### config.mk
export PLATFORM = sky130hd
export DESIGN_NAME = gpr_filter
export DESIGN_NICKNAME = d
export VERILOG_FILES = /design/src/gaussian_pyramid_reduce_3x3_defines.svh /design/src/gpr_pkg.sv /design/src/gpr_filter.sv
export SDC_FILE = /design/constraint.sdc
export NUM_CORES = 1
export LEC_CHECK = 0
export BUFFER_PORTS_ARGS = -buffer_cell sky130_fd_sc_hd__buf_2
export CAP_MARGIN = 20
export CORE_ASPECT_RATIO = 0.5
export CORE_UTILIZATION = 30
export DETAILED_ROUTE_END_ITERATION = 8
export GPL_TIMING_DRIVEN = 0
export PLACE_DENSITY_LB_ADDON = 0.2
export SLEW_MARGIN = 20
export SYNTH_ARGS = -nofsm -noshare
export SYNTH_HDL_FRONTEND = slang
export SYNTH_SLANG_ARGS = --single-unit
### constraint.sdc
create_clock -name clk -period 10.35 [get_ports clk]
set_clock_uncertainty 0.05 [all_clocks]
set_input_delay 2.07 -clock clk [delete_from_list [all_inputs] [get_ports clk]]
set_output_delay 2.07 -clock clk [all_outputs]
set_load 0.01 [all_outputs]
### src/gaussian_pyramid_reduce_3x3_defines.svh
// ----------------------------------------------------------------------------
// gaussian pyramid reduce 3x3 - assertion macros
// shared concurrent assertion forms, clocked and disabled while in reset
// ----------------------------------------------------------------------------
`ifndef GAUSSIAN_PYRAMID_REDUCE_3X3_DEFINES_SVH
`define GAUSSIAN_PYRAMID_REDUCE_3X3_DEFINES_SVH

// same-cycle implication
`define GPR_ASSERT_SAME(label, clk, rst_n, ante, cons, msg) \
	label: assert property (@(posedge clk) disable iff (!rst_n) (ante) |-> (cons)) \
		else $error(msg);

// next-cycle implication
`define GPR_ASSERT_NEXT(label, clk, rst_n, ante, cons, msg) \
	label: assert property (@(posedge clk) disable iff (!rst_n) (ante) |=> (cons)) \
		else $error(msg);

`endif

### src/gpr_pkg.sv
// ----------------------------------------------------------------------------
// gpr_pkg
// constants and types shared by the pyramid reduce block
// ----------------------------------------------------------------------------
package gpr_pkg;

	localparam int MAX_WIDTH    = 2048;
	localparam int MAX_HEIGHT   = 2048;
	localparam int RESET_WIDTH  = 640;
	localparam int RESET_HEIGHT = 480;

	localparam int PIX_W     = 8;
	localparam int RGB_W     = 3 * PIX_W;
	localparam int VERT_W    = 10;
	localparam int SUM_W     = 12;
	localparam int COORD_W   = 10;
	localparam int ROW_W     = 11;
	localparam int CFG_W     = 12;
	localparam int CFG_IDX_W = 4;

	typedef enum logic [CFG_IDX_W-1:0] {
		REG_IMAGE_WIDTH  = 4'd0,
		REG_IMAGE_HEIGHT = 4'd1
	} reg_idx_t;

	typedef struct packed {
		logic row_odd;
		logic row_one;
		logic row_last;
		logic col_odd;
		logic col_one;
		logic col_last;
	} pos_flags_t;

endpackage

### src/gpr_filter.sv
// ----------------------------------------------------------------------------
// gpr_filter
// vertical column sums, two-column window and horizontal binomial sum
// ----------------------------------------------------------------------------
module gpr_filter (
	input  logic                        clk,
	input  logic                        arst_n,
	input  logic                        restart,
	input  logic                        update,
	input  logic [gpr_pkg::RGB_W-1:0]   pix,
	input  logic [gpr_pkg::RGB_W-1:0]   prev,
	input  logic [gpr_pkg::RGB_W-1:0]   prev2,
	input  gpr_pkg::pos_flags_t         flags,
	output logic                        hit,
	output logic [3*gpr_pkg::SUM_W-1:0] sum
);

	localparam int PW = gpr_pkg::PIX_W;
	localparam int VW = gpr_pkg::VERT_W;
	localparam int SW = gpr_pkg::SUM_W;

	logic [3*VW-1:0] wc0_q;
	logic [3*VW-1:0] wc1_q;
	logic [3*VW-1:0] vert;

	always_comb begin
		for (int ch = 0; ch < 3; ch++) begin
			logic [PW-1:0] cur;
			logic [PW-1:0] mid;
			logic [PW-1:0] top;
			logic [VW-1:0] w0;
			logic [VW-1:0] left;
			logic [VW-1:0] v;
			cur  = pix[ch*PW +: PW];
			mid  = prev[ch*PW +: PW];
			top  = flags.row_one ? mid : prev2[ch*PW +: PW];
			if (flags.row_odd) begin
				v = VW'(top) + VW'({mid, 1'b0}) + VW'(cur);
			end else begin
				v = VW'(mid) + VW'({cur, 1'b0}) + VW'(cur);
			end
			vert[ch*VW +: VW] = v;
			w0   = wc0_q[ch*VW +: VW];
			left = flags.col_one ? w0 : wc1_q[ch*VW +: VW];
			if (flags.col_odd) begin
				sum[ch*SW +: SW] = SW'(left) + SW'({w0, 1'b0}) + SW'(v);
			end else begin
				sum[ch*SW +: SW] = SW'(w0) + SW'({v, 1'b0}) + SW'(v);
			end
		end
	end

	assign hit = (flags.row_odd | flags.row_last) & (flags.col_odd | flags.col_last);

	always_ff @(posedge clk or negedge arst_n) begin
		if (!arst_n) begin
			wc0_q <= '0;
			wc1_q <= '0;
		end else if (restart) begin
			wc0_q <= '0;
			wc1_q <= '0;
		end else if (update) begin
			wc1_q <= wc0_q;
			wc0_q <= vert;
		end
	end

endmodule

==> results.json, run 1 <==
{
  "run_status": "finished, final reports clean",
  "grt-ovfl-total": 0,
  "grt_max_degree": 61,
  "cp.arrival_ns": 7.76,
  "report.final.slew_viol_count": 0,
  "hold_class": "reg2reg",
  "gp_routability_congestion": 0.910,
  "global_route.peak_usage_layer": "met2",
  "unrepaired_setup_endpoints_after_global_routing": "false",
  "crit_path_start_kind": "primary input",
  "antenna_violations_before_repair": 0,
  "cts_sinks": 60,
  "numPlacedInstances": 1726,
  "layout.cells.most_common": "inv_1",
  "power.density_nw_per_um2": 241,
  "cts_setup_buffers": 0,
  "worst_slack_ns": 0.474,
  "antennaDiodeCount": 0,
  "cts_made_buffers": 9,
  "num-nets-final": 1582,
  "final_layout_size_suffix_gt1_share_pct": 15.3,
  "antenna_left": 0,
  "syn-mean-instance-area_sq_um": 9.14,
  "cts-root-buf": "clkbuf_16",
  "met1_usage_pct": 24.5,
  "timing.critical_path.fanout_max": 10,
  "grt_pass1_wl_um": 47900,
  "initialDrtViolationCount": 390,
  "synthDistinctLibCells": 66,
  "synth_top_flop_cell": "dfrtp_1",
  "vdd_drop_max_uv": 115,
  "layout.cells.non_filler": 1742,
  "async_reset_ff_share_pct": 100,
  "postSynthCellCount": 1146,
  "worst_setup_path_end_kind": "output pin",
  "final.period_utilization_pct": 95.4,
  "post_synth_edffs": 0,
  "die_y_um": 134,
  "place.port_buffers": 115,
  "ys_ff_latch": 60,
  "most-common-layout-cells": "161 x inv_1, 125 x buf_2, 120 x ha_1",
  "layout.core_utilization_pct": 35.4,
  "grt_pass1_vias": 8886,
  "area_delta_synth_final_pct": 13.9,
  "io-pin-count": 119,
  "grtUsageTotal_pct": 17.2,
  "design.die.area_sq_um": 35700,
  "met2_usage_pct": 27.1,
  "clkLatencyLatePin_ns": 0.33,
  "critical_path_required_ns": 8.23,
  "drv.max_cap_violation_count": 0,
  "synth.yosys.warnings": 0,
  "worst_slack_at_placement_ns": 0.201,
  "fin_crit_ns": 9.88,
  "core.rowCount": 47,
  "detail_route.vias_per_cell": 4.91,
  "final-hold-violation-count": 0,
  "drc": 0,
  "dpl.hpwl_um": 25000,
  "finalWirelength_um": 29800,
  "slew_headroom_pct": 30.7,
  "power_leakage_nw": 5.81,
  "vias": 8549,
  "initial_utilization_pct": 31.1,
  "cts_tree": "built",
  "finalHoldWorstSlack_ns": 0.472,
  "firstDrtPassIters": 5,
  "wl_per_cell_um": 17.1,
  "mappedNetlistArea_sq_um": 10500,
  "fin_tns_setup_ns": 0,
  "max_fclk_mhz": 101,
  "fp.coreArea_sq_um": 33700,
  "clk_pin_slew_worst_paths_ns": 0.05,
  "worst_slew_pin_slew_ns": 1.03,
  "critPathKind": "in2out",
  "mappedNetlistNets": 1456,
  "groute.layer.met3.usage_pct": 2.53,
  "finalSetupViolCount": 0,
  "ys_seq_area_share_pct": 14.3,
  "chipWidth_um": 266,
  "clock_path_buffers": 2,
  "htree_levels": 3
}
-- cell type report --
cell class,count,area [sq um]
plain buffers,37,155
well taps,465,582
repair buffers,115,578
fillers,3473,21800
flip-flops and latches,60,1500
clock buffers,10,229
multi-input cells,888,8210
clock inverters,6,65.1
inverters,161,604
-- synth_stat cells, types with 4 or more instances --
| master | number | area [sq um] |
|---|---|---|
| o21ai_0 | 54 | 270 |
| clkbuf_1 | 19 | 71.3 |
| a21o_1 | 20 | 150 |
| nor2_1 | 109 | 409 |
| o21a_1 | 13 | 97.6 |
| xor2_1 | 22 | 193 |
| mux2_2 | 34 | 383 |
| inv_1 | 161 | 604 |
| buf_1 | 6 | 22.5 |
| nand2b_1 | 16 | 100 |
| a211oi_1 | 42 | 315 |
| nor3_1 | 22 | 110 |
| or3_1 | 4 | 25.0 |
| ha_1 | 120 | 1500 |
| or2_2 | 4 | 25.0 |
| o21bai_1 | 8 | 60.1 |
| buf_2 | 11 | 55.1 |
| a211o_1 | 4 | 35.0 |
| mux2i_1 | 86 | 861 |
| o22ai_1 | 9 | 56.3 |
| nand2_1 | 27 | 101 |
| a211oi_2 | 4 | 50.1 |
| xnor2_1 | 33 | 289 |
| dfrtp_1 | 60 | 1500 |
| nor2b_1 | 12 | 75.1 |
| fa_1 | 108 | 2160 |
| o211ai_1 | 6 | 45.0 |
| a21oi_1 | 58 | 290 |
| nand3_1 | 11 | 55.1 |
-- report_power, final --
group          switching, mW  internal [mW]  total [mW]  leakage (nW)
clock                  0.108          0.186       0.294         0.142
combinational           1.31          0.993        2.30          4.86
sequential            0.0276          0.256       0.284         0.802
total                   1.44           1.43        2.88          5.81
-- worst max-delay path: stages --
cell      delay [ns]
clkbuf_1        0.30
clkbuf_2        0.41
mux2i_1         0.15
fa_1            0.49
inv_1           0.04
ha_1            0.23
fa_1            0.48
a21oi_1         0.25
o211ai_1        0.15
a21oi_1         0.25
xnor2_1         0.11
mux2i_1         0.51
inv_1           0.20
fa_1            0.50
ha_1            0.20
or3_1           0.38
o41ai_1         0.35
o21ba_2         0.19
xor2_1          0.16
o21ai_0         0.12
buf_2           0.20
-- kinds of logic (layout without fill, tap and decap cells) --
kind of cell,count (synthesis),count (layout),synth area share [%]
AOI/OAI and AO/OA,261,261,16.9
adders and majority gates,228,228,35.0
and+or+nand+nor,224,224,10.0
buffers and inverters,198,329,7.24
muxes,120,120,11.9
DFF,60,60,14.3
xor gates and xnor gates,55,55,4.60
-- worst paths after layout --
| check | startpoint | end | slack, ns | depth (start not counted) |
|---|---|---|---|---|
| worst max-delay path | flags[4] | sum[22] | 0.47 | 21 |
| worst min-delay path | wc1_q[15] | wc1_q[15] | 0.47 | 2 |
| worst max register to register | wc0_q[28] | wc0_q[28] | 9.30 | 2 |
| worst min register to register | wc1_q[15] | wc1_q[15] | 0.47 | 2 |
| max in group asynchronous | arst_n | wc0_q[13] | 7.97 | 1 |
| min in group asynchronous | arst_n | wc1_q[2] | 1.75 | 1 |
-- repair_timing --
| action | 4_1_cts | 5_1_grt |
|---|---|---|
| resized for setup | 0 | 2 |
| endpoints found under the setup margin | 0 | 3 |
| hold buffers | 0 | 0 |
-- per-layer routing --
metal	vias to the layer above	share of wire (%)
li1	4221	-
met1	4142	50
met2	149	44
met3	37	3.9
met4	0	2.0
met5	-	0
-- registers in the layout, summed over array words and instances, names as in the netlist --
signal and flops:
wc0_q 30, wc1_q 30
-- metrics by stage --
stage	power (mW)	instance area [sq um]
after floorplan	1.95	10500
after global placement	2.56	11600
after detailed placement	2.58	11600
after CTS	2.89	11900
after global routing	3.18	11900
final	2.88	11900
(Power assumes the default switching activity.)
==> run 2, diff against run 1 <==
CORE_UTILIZATION = 35   (was 30)
==> run 2 against run 1 <==
Effect of this change: register-to-register slack hardly changed; clock-buffer cell count grew 1; wire length down 1.7%; clock power is 16% higher; first-iteration DRC count rose by 23%; core utilization is 5.3 points higher; cell count fell by 4.1%; cell area is 0.41% lower; hold slack got worse by 0.0094 ns; worst setup slack improved by 0.072 ns; via count grew 0.92%; critical path type unchanged; critical endpoint unchanged.
==> results.json, run 2 (synthesis gave the netlist of run 1 again) <==
{
  "ctsResizeCount": 0,
  "grtUsageTotal_pct": 19.8,
  "slew_headroom_pct": 27.0,
  "cts_sinks": 60,
  "firstDrtPassIters": 4,
  "min_delay_worst_endpoint": "wc1_q[10]",
  "design.die.area_sq_um": 30700,
  "report.final.slew_viol_count": 0,
  "final.period_utilization_pct": 94.7,
  "vias": 8628,
  "io-pin-count": 119,
  "max_fclk_mhz": 102,
  "place_area_sq_um": 11500,
  "cts-root-buf": "clkbuf_16",
  "power.density_nw_per_um2": 245,
  "unrepaired_setup_endpoints_after_global_routing": "false",
  "clk_pin_slew_worst_paths_ns": 0.05,
  "vdd_drop_max_uv": 106,
  "worst_setup_path_end_kind": "output pin",
  "hold_path.startpoint": "wc1_q[10]",
  "clock_path_buffers": 2,
  "worst_r2r_endpoint": "wc0_q[28]",
  "detail_route.vias_per_cell": 5.17,
  "grt-ovfl-total": 0,
  "layout.cells.most_common": "inv_1",
  "most-common-layout-cells": "161 x inv_1, 125 x buf_2, 120 x ha_1",
  "finalSetupViolCount": 0,
  "cts_setup_buffers": 0,
  "dpl.hpwl_um": 24600,
  "timing.critical_path.fanout_max": 10,
  "worst_slew_pin_slew_ns": 1.08,
  "clkLatencyLatePin_ns": 0.33,
  "antenna_left": 0,
  "num-fill-cells": 2937,
  "finalWirelength_um": 29300,
  "final-hold-violation-count": 0,
  "chipWidth_um": 247,
  "grt_pass1_wl_um": 47900,
  "fin_tns_setup_ns": 0,
  "power_leakage_nw": 5.83,
  "initialDrtViolationCount": 478,
  "wl_per_cell_um": 17.6,
  "fp.coreArea_sq_um": 29200,
  "layout.cells.non_filler": 1670,
  "area_delta_synth_final_pct": 13.4,
  "num-nets-final": 1582,
  "worst_r2r_path_depth": 2,
  "ctsHoldBuffers": 0,
  "crit_path_start_kind": "primary input",
  "hold_class": "reg2reg",
  "core.rowCount": 44,
  "worst_hold_path_depth": 2,
  "critical_path_required_ns": 8.23,
  "layout.cell_area.non_filler_sq_um": 11900,
  "initial_utilization_pct": 35.9,
  "run_status": "finished, final reports clean",
  "die_y_um": 124,
  "critPathKind": "in2out",
  "grt_pass1_vias": 9100,
  "place.port_buffers": 115,
  "grt_max_degree": 61,
  "cts_tree": "built",
  "drv.max_cap_violation_count": 0,
  "htree_levels": 3,
  "worst-r2r-setup-slack_ns": 9.30,
  "fin_crit_ns": 9.80,
  "worst_r2r_startpoint": "wc0_q[28]",
  "numPlacedInstances": 1652,
  "antenna_violations_before_repair": 2,
  "cp.arrival_ns": 7.68,
  "cts_made_buffers": 9,
  "drc": 0,
  "gp_routability_congestion": 0.915,
  "final_layout_size_suffix_gt1_share_pct": 15.3,
  "largest_registers": "wc0_q (30), wc1_q (30)"
}
[run 2: cell types whose count changed in the layout (fill, tap and decap cells not counted)]
cell,change
bufinv_16,+2
clkbuf_1,+1
clkinv_4,-2
clkinvlp_4,-1
diode_2,+2
o21ai_0,+1
o21ai_1,-1
[run 2: power by group]
part           switching [mW]  total [mW]  internal, mW
logic                    1.30        2.29         0.992
registers              0.0277       0.284         0.256
clock network           0.107       0.341         0.234
[run 2: per-stage QoR]
stage / util [%] / total power, mW / setup WS (ns) / hold slack [ns]
finish: 40.7 / 2.91 / 0.547 / 0.463
global route: 40.7 / 3.22 / 0.266 / 0.487
CTS: 40.7 / 2.92 / 0.254 / 0.471
detailed placement: 39.5 / 2.57 / 0.275 / 0.457
global placement: 39.5 / 2.53 / 0.357 / 0.449
floorplan: - / 1.95 / 1.50 / 0.432
[run 2: how the worst max path moves through the flow]
stage / start / slack (ns) / endpoint
6_report: flags[4] / 0.55 / sum[22]
3_3_place_gp: flags[4] / 0.36 / sum[22]
3_5_place_dp: flags[4] / 0.28 / sum[22]
2_1_floorplan: flags[4] / 1.50 / sum[22]
4_1_cts: flags[4] / 0.25 / sum[22]
5_1_grt: flags[4] / 0.27 / sum[22]
[run 2: area by class of cell]
type	count	area (sq um)	area share, %
diodes	2	5.00	0.0421
plain buffers	37	155	1.31
clock buffers	11	233	1.96
clock inverters	5	100	0.843
inverters	161	604	5.09
multi-input cells	888	8210	69.1
flip-flops and latches	60	1500	12.6
well taps	391	489	4.12
repair buffers	115	578	4.87
[run 2: layer usage]
metal / vias to the layer above / GRT usage (%) / share of wire [%]
li1: 4233 / - / -
met1: 4225 / 28.1 / 50
met2: 143 / 31.7 / 44
met3: 27 / 3.21 / 4.3
met4: 0 / 3.81 / 1.4
met5: - / 0 / 0
[run 2: critical path, cell delays in order]
cell and delay (ns):
clkbuf_1 0.29, clkbuf_2 0.40, mux2i_1 0.15, fa_1 0.49, inv_1 0.04, ha_1 0.24
fa_1 0.48, a21oi_1 0.25, o211ai_1 0.14, a21oi_1 0.24, xnor2_1 0.12, mux2i_1 0.53
inv_1 0.20, fa_1 0.50, ha_1 0.20, or3_1 0.39, o41ai_1 0.34, o21ba_2 0.18
xor2_1 0.14, o21ai_0 0.09, buf_2 0.19
