## src/gaussian_pyramid_reduce_3x3_defines.svh

```systemverilog
// ----------------------------------------------------------------------------
// gaussian pyramid reduce 3x3 - assertion macros
// shared concurrent assertion forms, clocked and disabled while in reset
// ----------------------------------------------------------------------------
`ifndef GAUSSIAN_PYRAMID_REDUCE_3X3_DEFINES_SVH
`define GAUSSIAN_PYRAMID_REDUCE_3X3_DEFINES_SVH

// same-cycle implication
`define GPR_ASSERT_SAME(label, clk, rst_n, ante, cons, msg) \
	label: assert property (@(posedge clk) disable iff (!rst_n) (ante) |-> (cons)) \
		else $error(msg);

// next-cycle implication
`define GPR_ASSERT_NEXT(label, clk, rst_n, ante, cons, msg) \
	label: assert property (@(posedge clk) disable iff (!rst_n) (ante) |=> (cons)) \
		else $error(msg);

`endif

```

## src/gpr_pkg.sv

```systemverilog
// ----------------------------------------------------------------------------
// gpr_pkg
// constants and types shared by the pyramid reduce block
// ----------------------------------------------------------------------------
package gpr_pkg;

	localparam int MAX_WIDTH    = 2048;
	localparam int MAX_HEIGHT   = 2048;
	localparam int RESET_WIDTH  = 640;
	localparam int RESET_HEIGHT = 480;

	localparam int PIX_W     = 8;
	localparam int RGB_W     = 3 * PIX_W;
	localparam int VERT_W    = 10;
	localparam int SUM_W     = 12;
	localparam int COORD_W   = 10;
	localparam int ROW_W     = 11;
	localparam int CFG_W     = 12;
	localparam int CFG_IDX_W = 4;

	typedef enum logic [CFG_IDX_W-1:0] {
		REG_IMAGE_WIDTH  = 4'd0,
		REG_IMAGE_HEIGHT = 4'd1
	} reg_idx_t;

	typedef struct packed {
		logic row_odd;
		logic row_one;
		logic row_last;
		logic col_odd;
		logic col_one;
		logic col_last;
	} pos_flags_t;

endpackage

```

## src/gpr_ctrl.sv

```systemverilog
// ----------------------------------------------------------------------------
// gpr_ctrl
// size registers, frame restart and raster position of the next pixel
// ----------------------------------------------------------------------------
module gpr_ctrl #(
	parameter int MAX_WIDTH = gpr_pkg::MAX_WIDTH,
	parameter int XW        = $clog2(MAX_WIDTH)
) (
	input  logic                          clk,
	input  logic                          arst_n,
	input  logic                          cfg_valid,
	input  logic [gpr_pkg::CFG_IDX_W-1:0] cfg_index,
	input  logic [gpr_pkg::CFG_W-1:0]     cfg_data,
	input  logic                          advance,
	output logic                          restart,
	output logic [XW-1:0]                 col,
	output logic [gpr_pkg::ROW_W-1:0]     row,
	output logic [XW-1:0]                 width_last,
	output logic [gpr_pkg::ROW_W-1:0]     height_last,
	output gpr_pkg::pos_flags_t           flags
);

	localparam int RST_W = (gpr_pkg::RESET_WIDTH > MAX_WIDTH) ? MAX_WIDTH
		: gpr_pkg::RESET_WIDTH;

	logic [XW-1:0]             col_q;
	logic [gpr_pkg::ROW_W-1:0] row_q;
	logic [XW-1:0]             width_last_q;
	logic [gpr_pkg::ROW_W-1:0] height_last_q;
	logic                      wr_width;
	logic                      wr_height;
	logic [XW-1:0]             width_last_d;
	logic [gpr_pkg::ROW_W-1:0] height_last_d;

	always_comb begin
		wr_width  = 1'b0;
		wr_height = 1'b0;
		case (gpr_pkg::reg_idx_t'(cfg_index))
			gpr_pkg::REG_IMAGE_WIDTH:  wr_width  = cfg_valid;
			gpr_pkg::REG_IMAGE_HEIGHT: wr_height = cfg_valid;
			default: ;
		endcase
	end

	assign restart = wr_width | wr_height;

	// clamp to [2, max] and keep size minus one
	always_comb begin
		if (cfg_data < gpr_pkg::CFG_W'(2)) begin
			width_last_d = XW'(1);
		end else if (32'(cfg_data) > MAX_WIDTH) begin
			width_last_d = XW'(MAX_WIDTH - 1);
		end else begin
			width_last_d = XW'(cfg_data - gpr_pkg::CFG_W'(1));
		end
		if (cfg_data < gpr_pkg::CFG_W'(2)) begin
			height_last_d = gpr_pkg::ROW_W'(1);
		end else if (32'(cfg_data) > gpr_pkg::MAX_HEIGHT) begin
			height_last_d = gpr_pkg::ROW_W'(gpr_pkg::MAX_HEIGHT - 1);
		end else begin
			height_last_d = gpr_pkg::ROW_W'(cfg_data - gpr_pkg::CFG_W'(1));
		end
	end

	always_ff @(posedge clk or negedge arst_n) begin
		if (!arst_n) begin
			width_last_q  <= XW'(RST_W - 1);
			height_last_q <= gpr_pkg::ROW_W'(gpr_pkg::RESET_HEIGHT - 1);
		end else begin
			if (wr_width) begin
				width_last_q <= width_last_d;
			end
			if (wr_height) begin
				height_last_q <= height_last_d;
			end
		end
	end

	always_ff @(posedge clk or negedge arst_n) begin
		if (!arst_n) begin
			col_q <= '0;
			row_q <= '0;
		end else if (restart) begin
			col_q <= '0;
			row_q <= '0;
		end else if (advance) begin
			if (col_q == width_last_q) begin
				col_q <= '0;
				row_q <= (row_q == height_last_q) ? '0 : row_q + gpr_pkg::ROW_W'(1);
			end else begin
				col_q <= col_q + XW'(1);
			end
		end
	end

	assign col         = col_q;
	assign row         = row_q;
	assign width_last  = width_last_q;
	assign height_last = height_last_q;

	always_comb begin
		flags.row_odd  = row_q[0];
		flags.row_one  = (row_q == gpr_pkg::ROW_W'(1));
		flags.row_last = (row_q == height_last_q);
		flags.col_odd  = col_q[0];
		flags.col_one  = (col_q == XW'(1));
		flags.col_last = (col_q == width_last_q);
	end

endmodule

```

## config.mk

```make
export PLATFORM = sky130hd
export DESIGN_NAME = gpr_ctrl
export DESIGN_NICKNAME = d
export VERILOG_FILES = /design/src/gaussian_pyramid_reduce_3x3_defines.svh /design/src/gpr_pkg.sv /design/src/gpr_ctrl.sv
export SDC_FILE = /design/constraint.sdc
export NUM_CORES = 1
export LEC_CHECK = 0
export ABC_AREA = 1
export BUFFER_PORTS_ARGS = -buffer_cell sky130_fd_sc_hd__buf_2
export CAP_MARGIN = 20
export CORE_ASPECT_RATIO = 0.9
export CORE_MARGIN = 2
export CORE_UTILIZATION = 58
export CTS_CLUSTER_SIZE = 12
export DETAILED_ROUTE_END_ITERATION = 12
export PLACE_DENSITY_LB_ADDON = 0.12
export SLEW_MARGIN = 20
export SYNTH_ARGS = -nofsm -noshare
export SYNTH_HDL_FRONTEND = slang
export SYNTH_SLANG_ARGS = --single-unit
```

## constraint.sdc

```tcl
create_clock -name clk -period 3.8 [get_ports clk]
set_input_delay 0.19 -clock clk [delete_from_list [all_inputs] [get_ports clk]]
set_output_delay 0.19 -clock clk [all_outputs]
set_load 0.01 [all_outputs]
```

==> results of run 1 <==
[layout by cell type (no fill, tap or decap), drive strengths merged]
cell and n:
or2 3, clkbuf 8, inv 56, nand3 44, nand4 10, o21ai 11
nand2 171, nor3b 1, clkinv 1, o21bai 1, ha 5, nor2 45
xnor2 13, nor3 4, dfstp 16, a21boi 1, dfrtp 28, a21oi 1
nor4 2, xor2 14, buf 70
[cell usage after synthesis, drive strengths merged, types with 2 or more instances]
cell | number | share of area [%]
buf | 12 | 2.9
clkbuf | 5 | 0.71
dfrtp | 28 | 23
dfstp | 16 | 14
ha | 5 | 2.1
inv | 56 | 7.0
nand2 | 171 | 21
nand3 | 44 | 7.6
nand4 | 10 | 2.1
nor2 | 45 | 5.8
nor3 | 4 | 0.83
nor4 | 2 | 0.42
o21ai | 11 | 1.8
or2 | 3 | 0.62
xnor2 | 13 | 4.0
xor2 | 14 | 4.1
[flip-flops by register name, indices dropped and copies added, names as in the netlist]
name	count
col	11
height_last	11
row	11
width_last	11
[metrics by stage]
step                      instances  hold WS [ns]  instance area [µm²]
final                           570        0.0407                 3420
after global routing            570         0.107                 3420
after CTS                       570        0.0731                 3420
after detailed placement        562         0.395                 3330
after global placement          562         0.382                 3330
after floorplan                 444        -0.106                 3010
[worst max-delay path, cell delays in order, from the launching register on]
cell and delay, ns:
dfrtp_1 0.55, inv_1 0.14, nand2_1 0.06, nand2_1 0.05, nand2_1 0.05, nor2_1 0.09, nand3_1 0.33, inv_1 0.12
buf_2 0.13
[logic make-up after synthesis]
logic type	after synthesis
flops	44
fa+ha+maj	5
simple gates	280
compound gates	14
xor+xnor	27
buf+inv	74
[routing by layer]
layer	vias to the layer above	share of wire [%]	wire, µm	global-route usage (%)
li1	1478	-	-	-
met1	1340	49	3620	39.3
met2	99	44	3220	40.8
met3	9	5.4	399	3.86
met4	0	1.2	85	6.59
met5	-	0	0	0
[where the power goes]
part | switching, µW | internal, µW
clock network | 153 | 148
registers | 266 | 637
logic | 482 | 374
[layout make-up]
type | instances | area share, %
multi-input cells | 326 | 45.8
flip-flops and latches | 44 | 32.7
repair buffers | 70 | 10.2
inverters | 57 | 6.25
clock buffers | 8 | 2.63
well taps | 65 | 2.37
[worst paths after layout]
path | cells after the start | to | from | slack (ns)
max in group asynchronous | 1 | width_last[10] | arst_n | 3.16
min reg2reg | 2 | width_last[1] | width_last[1] | 0.49
max reg2reg | 10 | row[9] | col[0] | 2.04
max | 8 | flags[3] | row[0] | 1.79
min in group clk | 3 | col[7] | advance | 0.22
min | 1 | col[4] | arst_n | 0.04
==> metrics.yaml, run 1 <==
synthesis:
  synth_area_per_cell_um2: 6.79
  synthSimpleGateAreaFrac_pct: 39.0
  synth-async-reset-ratio_pct: 100
  synth_adder_area_share_pct: 2.08
  ys.flop_type: "dfrtp_1"
  muxShareOfSynthArea_pct: 0
  synth-seq-area-share_pct: 37.2
  synthesis.nets: 469
  ys_warn_count: 0
  synth_xor_area_share_pct: 8.10
  ys_ff_latch: 44
  synth_cell_type_count: 29
  synth_top_family_by_area: "simple AND/OR/NAND/NOR gates"
  netlist_area_um2: 3010
  synth_edf_count: 0
  synth_compound_area_share_pct: 2.87
  syn_inst: 444
timing:
  worst_pin_slew_ns: 0.957
  rsz0062_at_grt: "false"
  fmax_ghz: 0.497
  relSlewSlack_pct: 36.2
  finalHoldViolCount: 0
  finalClockSkew_ns: 0.0101
  setup_viol: 0
  timing.final.ws_setup_ns: 1.79
  finalCritPeriodShare_pct: 52.9
  min_period_ns: 2.01
  tns_ns: 0
  finalMaxSlewViolations: 0
place:
  pre_cts_ws_ns: 2.05
  place_congestion: 0.915
  dpl.hpwl_um: 5720
  io_buffers: 70
clocking:
  cts_hold_buf: 0
  cts.sinks: 44
  cts_setup_buffers: 0
  cts.reportedPaths.clkPinSlew_ns: 0.08
  tritoncts: "done"
  clockBufferDepth: 2
  cts_root_buffer: "clkbuf_8"
  cts_resized: 0
  clock_latency_ns: 0.30
  htreeDepth: 2
  numCtsBuffers: 5
finish:
  fin_nets: 529
  syn_to_final_growth_pct: 13.7
  ff_latch_area_um2: 1120
  antenna_cells: 0
  multi_input_area_um2: 1570
  drive_above_1_share_pct: 20.4
  fillCellCount: 480
  final_util_pct: 69.5
floorplan:
  die_area_um2: 5790
  core-area_um2: 4920
  die_h_um: 72.4
  io_pins: 71
  initial_utilization_pct: 61.2
  dieWidth_um: 80.0
  rows: 24
global_routing:
  overflow: 0
  grt_antenna_before_repair: 0
  grt_pass1_wl_um: 12000
  grt_max_degree: 45
  track_usage_pct: 26.5
  grt_pass1_vias: 2528
detailed_routing:
  drt_wl_total_um: 7320
  drtPass1Iterations: 5
  viasPerCell: 5.13
  drt-initial-drc-count: 191
  ant_nets: 0
  route.vias.total: 2926
  wl_per_cell_um: 12.8
  drc_errors: 0
critical_path:
  crit_type: "flip-flop to output port"
  arrival_ns: 1.82
  crit_path_end_kind: "output port"
  start_kind: "flip-flop"
  required_ns: 3.61
  cp_max_fo: 13
power:
  irDropWorstVdd_v: 0.000300
  power-per-cell-area_nw_per_um2: 602
  finalPower_uw: 2060
  power.leakage_uw: 0.00195
run:
  max_cap_viol_count: 0
status:
  outcome: "finished, final reports clean"
min_path:
  min_path_type: "input pin to asynchronous set/reset pin"
Power figures use the tool's default switching activity.
==> run 2: changes to the inputs <==
- CORE_UTILIZATION: 58 -> 54
- clock period: 3.8 -> 2 ns (I/O delays scaled with it)
==> run 2 against run 1 <==
Against the previous run: utilization fell by 4.1 points; count of clock-buffer cells in the layout did not move; combinational power rose by 95%; final cell count rose by 1.4%; sequential share of layout area fell by 0.49 points; largest cell class unchanged; largest power group unchanged; highest routed layer unchanged.
==> metrics.yaml, run 2 (synthesized netlist as in run 1, its figures left out) <==
detailed_routing:
  drc_errors: 0  # unchanged
  drtPass1Iterations: 5  # unchanged
  drt_wl_total_um: 7360  # was 7320 µm
  viasPerCell: 5.13  # about the same
  ant_nets: 0  # unchanged
  wl_per_cell_um: 12.7  # was 12.8 µm
  drt-initial-drc-count: 163  # was 191
  route.vias.total: 2967  # was 2926
clocking:
  clockBufferDepth: 2  # unchanged
  cts.sinks: 44  # unchanged
  clock_latency_ns: 0.29  # was 0.30 ns
  cts.reportedPaths.clkPinSlew_ns: 0.08  # about the same
  htreeDepth: 2  # unchanged
  numCtsBuffers: 5  # unchanged
  cts_setup_buffers: 0  # unchanged
  tritoncts: "done"  # unchanged
  cts_root_buffer: "clkbuf_8"  # unchanged
critical_path:
  crit_path_end_kind: "output port"  # unchanged
  critical_path.most_common_cell: "nand2_1"  # unchanged
  path_buf_inv: 3  # unchanged
  cp_cell_sequence: "inv_1 -> nand2_1 -> nand2_1 -> nand2_1 -> nor2_1 -> nand3_2 -> inv_1 -> buf_2"  # was inv_1 -> nand2_1 -> nand2_1 -> nand2_1 -> nor2_1 -> nand3_1 -> inv_1 -> buf_2
  critPathSlowestCell: "dfrtp_2"  # was dfrtp_1
  arrival_ns: 1.66  # was 1.82 ns
  start_kind: "flip-flop"  # unchanged
  crit_type: "flip-flop to output port"  # unchanged
  required_ns: 1.90  # was 3.61 ns
  cp_max_fo: 13  # unchanged
  critical_path.top_delay_family: "simple AND/OR/NAND/NOR gates"  # unchanged
  critPathMaxStageDelay_ns: 0.50  # was 0.55 ns
global_routing:
  grt_use_met1_pct: 37.2  # was 39.3%
  globalRouteMet3Util_pct: 3.96  # was 3.86%
  grt_pass1_vias: 2567  # was 2528
  grtUsageMet2_pct: 37.8  # was 40.8%
  grt_busiest_layer: "met2"  # unchanged
  overflow: 0  # unchanged
  track_usage_pct: 25.5  # was 26.5%
  grt_antenna_before_repair: 0  # unchanged
  grt_pass1_wl_um: 12000  # about the same
  grt_max_degree: 27  # was 45
floorplan:
  rows: 25  # was 24
  die_h_um: 74.9  # was 72.4 µm
  die_area_um2: 6190  # was 5790 µm²
  core-area_um2: 5320  # was 4920 µm²
  initial_utilization_pct: 56.7  # was 61.2%
  io_pins: 71  # unchanged
  dieWidth_um: 82.7  # was 80.0 µm
finish:
  antenna_cells: 0  # unchanged
  syn_to_final_growth_pct: 15.5  # was 13.7%
  final_cells: 578  # was 570
  layout.cells.most_common: "nand2_1"  # unchanged
  drive_above_1_share_pct: 21.5  # was 20.4%
  fin_nets: 535  # was 529
  final_cell_mix: "nand2_1, buf_2, inv_1"  # unchanged
  final_util_pct: 65.5  # was 69.5%
timing:
  worst_pin_slew_ns: 0.568  # was 0.957 ns
  tns_ns: 0  # unchanged
  timing.final.ws_setup_ns: 0.242  # was 1.79 ns
  finalClockSkew_ns: 0.00398  # was 0.0101 ns
  fmax_ghz: 0.569
  finalCritPeriodShare_pct: 87.9
  setup_viol: 0  # unchanged
  finalMaxSlewViolations: 0  # unchanged
  finalHoldViolCount: 0  # unchanged
  relSlewSlack_pct: 62.1  # was 36.2%
  min_period_ns: 1.76
  rsz0062_at_grt: "false"  # unchanged
place:
  dpl.hpwl_um: 5740  # was 5720 µm
  pre_cts_ws_ns: 0.283  # was 2.05 ns
  dp.cells: 569  # was 562
  io_buffers: 70  # unchanged
  place_congestion: 0.905  # was 0.915
power:
  power-per-cell-area_nw_per_um2: 1130  # was 602 nW/µm²
  power.leakage_uw: 0.00197  # was 0.00195 µW
  irDropWorstVdd_v: 0.000679  # was 0.000300 V
min_path:
  min_path_type: "input pin to flip-flop"  # was input pin to asynchronous set/reset pin
status:
  outcome: "finished, final reports clean"  # unchanged
run:
  max_cap_viol_count: 0  # unchanged
[run 2: repair_timing]
item | in CTS | in global routing
hold buffers | 1 | 0
setup endpoints to repair | 0 | 6
endpoints found under the hold margin | 15 | 0
gates resized for setup | 0 | 2
[run 2: layout make-up]
type | instances | area (µm²)
multi-input combinational | 326 | 1570
fill | 528 | 1840
tap | 67 | 83.8
timing repair buffer | 76 | 398
clock buffer | 8 | 90.1
inverter | 57 | 214
sequential | 44 | 1120
[run 2: power breakdown]
group | switching (µW) | total (µW) | internal, µW
sequential | 498 | 1710 | 1210
clock | 285 | 567 | 282
combinational | 939 | 1670 | 730
total | 1720 | 3950 | 2230
[run 2: worst paths after layout]
path | from | endpoint | slack (ns) | cells past startpoint
min in group asynchronous | arst_n | col[4] | 0.33 | 2
worst min-delay path | advance | col[7] | 0.14 | 3
worst max-delay path | row[0] | flags[3] | 0.24 | 8
max in group asynchronous | arst_n | height_last[7] | 1.03 | 3
worst max register to register | col[9] | row[3] | 0.29 | 10
worst min register to register | height_last[4] | height_last[4] | 0.48 | 2
[run 2: tightest hold or removal path, delay by kind of cell]
| family | cells | cell delay (ns) |
|---|---|---|
| AOI/OAI and AO/OA | 1 | 0.09 |
| buffers and inverters | 1 | 0.11 |
| and+or+nand+nor | 1 | 0.09 |
[run 2: through the flow]
step / hold WS [ns] / cell area, µm² / power, µW
4_1_cts: 0.114 / 3470 / 3960
6_report: 0.136 / 3480 / 3950
3_5_place_dp: 0.123 / 3370 / 3370
5_1_grt: 0.135 / 3480 / 4320
2_1_floorplan: -0.196 / 3010 / 2800
3_3_place_gp: 0.121 / 3370 / 3320
[run 2: metal layers]
layer	wire, µm	up-vias
met2	3230	118
met1	3460	1336
li1	-	1494
met5	0	-
met4	182	0
met3	484	19
==> run 3: changes to the inputs <==
- CORE_UTILIZATION: 54 -> 40
==> run 3 against run 2 <==
Against the previous run: sequential share of layout area shrank 0.83 points; worst hold slack lost 0.012 ns; non-clock buffer count grew 7; critical path type unchanged; largest cell class unchanged; sequential cell count is the same; utilization shrank 17 points; fmax shrank 0.49%; critical path depth is the same; routed wire length grew 8.0%; setup slack lost 0.0087 ns; power grew 0.91%; sequential power shrank 4%; die area grew 33%.
==> metrics.yaml, run 3 (synthesized netlist as in run 1, its figures left out) <==
timing:
  worst_pin_slew_ns: 0.538  # was 0.568 ns
  finalHoldViolCount: 0  # unchanged
  finalMaxSlewViolations: 0  # unchanged
  min_period_ns: 1.77  # was 1.76 ns
  rsz0062_at_grt: "false"  # unchanged
  finalClockSkew_ns: 0.00886  # was 0.00398 ns
  tns_ns: 0  # unchanged
  relSlewSlack_pct: 64.1  # was 62.1%
  setup_viol: 0  # unchanged
  fmax_ghz: 0.566  # was 0.569 GHz
  finalCritPeriodShare_pct: 88.3  # was 87.9%
  timing.final.ws_setup_ns: 0.233  # was 0.242 ns
place:
  pre_cts_ws_ns: 0.278  # was 0.283 ns
  io_buffers: 70  # unchanged
  dp.cells: 605  # was 569
  place_congestion: 0.902  # was 0.905
  dpl.hpwl_um: 6420  # was 5740 µm
critical_path:
  critical_path_depth: 8  # unchanged
  critical_path.top_delay_family: "simple AND/OR/NAND/NOR gates"  # unchanged
  critical_path.most_common_cell: "nand2_1"  # unchanged
  crit_start: "row[8]"  # was row[0]
  reg2reg_slack_ns: 0.27  # was 0.29 ns
  crit_path_end_kind: "output port"  # unchanged
  cp_max_fo: 11  # was 13
  required_ns: 1.90  # about the same
  cp_cell_sequence: "inv_1 -> nand2_1 -> nand2_1 -> nand2_1 -> nor2_1 -> nand3_2 -> inv_1 -> buf_2"  # unchanged
  arrival_ns: 1.67  # was 1.66 ns
  path_buf_inv: 3  # unchanged
  critPathSlowestCell: "dfrtp_1"  # was dfrtp_2
  critPathMaxStageDelay_ns: 0.46  # was 0.50 ns
  start_kind: "flip-flop"  # unchanged
  r2r-start: "col[6]"  # was col[9]
  crit_type: "flip-flop to output port"  # unchanged
  r2r_cells: 10  # unchanged
floorplan:
  die_h_um: 86.3  # was 74.9 µm
  dieWidth_um: 95.5  # was 82.7 µm
  die_area_um2: 8240  # was 6190 µm²
  rows: 30  # was 25
  core-area_um2: 7430  # was 5320 µm²
  io_pins: 71  # unchanged
  initial_utilization_pct: 40.5  # was 56.7%
finish:
  fillCellCount: 794  # was 528
  layout.cells.most_common: "nand2_1"  # unchanged
  multi_input_area_um2: 1570  # unchanged
  ff_latch_area_um2: 1120  # about the same
  antenna_cells: 0  # unchanged
  drive_above_1_share_pct: 22.4  # was 21.5%
  final_cell_mix: "nand2_1, buf_2, inv_1"  # unchanged
  final_cells: 614  # was 578
  syn_to_final_growth_pct: 18.4  # was 15.5%
  fin_nets: 542  # was 535
detailed_routing:
  wl_per_cell_um: 12.9  # was 12.7 µm
  drtPass1Iterations: 4  # was 5
  route.vias.total: 2877  # was 2967
  ant_nets: 0  # unchanged
  drt-initial-drc-count: 153  # was 163
  viasPerCell: 4.69  # was 5.13
  drt_wl_total_um: 7950  # was 7360 µm
  drc_errors: 0  # unchanged
clocking:
  clockBufferDepth: 2  # unchanged
  cts_root_buffer: "clkbuf_8"  # unchanged
  numCtsBuffers: 5  # unchanged
  htreeDepth: 2  # unchanged
  cts.sinks: 44  # unchanged
  tritoncts: "done"  # unchanged
  cts_setup_buffers: 0  # unchanged
  clock_latency_ns: 0.29  # about the same
  cts.reportedPaths.clkPinSlew_ns: 0.08  # about the same
global_routing:
  overflow: 0  # unchanged
  track_usage_pct: 20.2  # was 25.5%
  grt_max_degree: 25  # was 27
  grt_pass1_wl_um: 13000  # was 12000 µm
  grt_pass1_vias: 2552  # was 2567
  grt_antenna_before_repair: 0  # unchanged
min_path:
  hp-start: "advance"  # unchanged
  whs_path_depth: 3  # unchanged
  min_path_type: "input pin to flip-flop"  # unchanged
status:
  outcome: "finished, final reports clean"  # unchanged
power:
  power-per-cell-area_nw_per_um2: 1120  # was 1130 nW/µm²
  irDropWorstVdd_v: 0.000420  # was 0.000679 V
  power.leakage_uw: 0.00201  # was 0.00197 µW
run:
  max_cap_viol_count: 0  # unchanged
-- run 3: through the flow --
step           hold WS, ns  utilization, %  instance area [µm²]  total power [µW]
4_1_cts              0.117            47.9                 3560              4010
5_1_grt              0.139            48.0                 3570              4370
2_1_floorplan       -0.196               -                 3010              2800
3_3_place_gp         0.125            46.6                 3460              3420
6_report             0.124            48.0                 3570              3980
3_5_place_dp         0.122            46.6                 3460              3440
-- run 3: worst min-delay path, delay by kind of cell --
kind,cells,cell delay (ns)
AO/OA/AOI/OAI,1,0.08
buffers and inverters,1,0.12
AND/OR/NAND/NOR,1,0.08
-- run 3: area by class of cell --
cell class	instances	area share (%)
timing repair buffer	83	12.6
clock buffer	8	2.52
multi-input combinational	326	44.1
inverter	57	6.00
tap	96	3.37
sequential	44	31.4
-- run 3: what timing repair did --
item	CTS	global route
hold endpoints to repair	11	0
setup endpoints to repair	0	1
gates resized for setup	0	1
hold buffers	1	0
-- run 3: final timing paths --
path / to
worst min register to register: height_last[6]
worst min-delay path: col[7]
worst max register to register: row[10]
worst max-delay path: flags[3]
min in group asynchronous: col[3]
max in group asynchronous: height_last[3]
-- run 3: per-layer routing --
layer	vias to the layer above	track usage (%)	wire length, µm
met5	-	0	0
met4	0	4.03	77
met3	7	2.70	349
met2	62	31.3	3410
met1	1296	30.2	4110
li1	1512	-	-
-- run 3: power breakdown --
part	total (µW)	switching [µW]	leakage [µW]	internal [µW]
clock network	566	284	0.0000455	282
registers	1640	430	0.000516	1210
logic	1770	994	0.00145	781
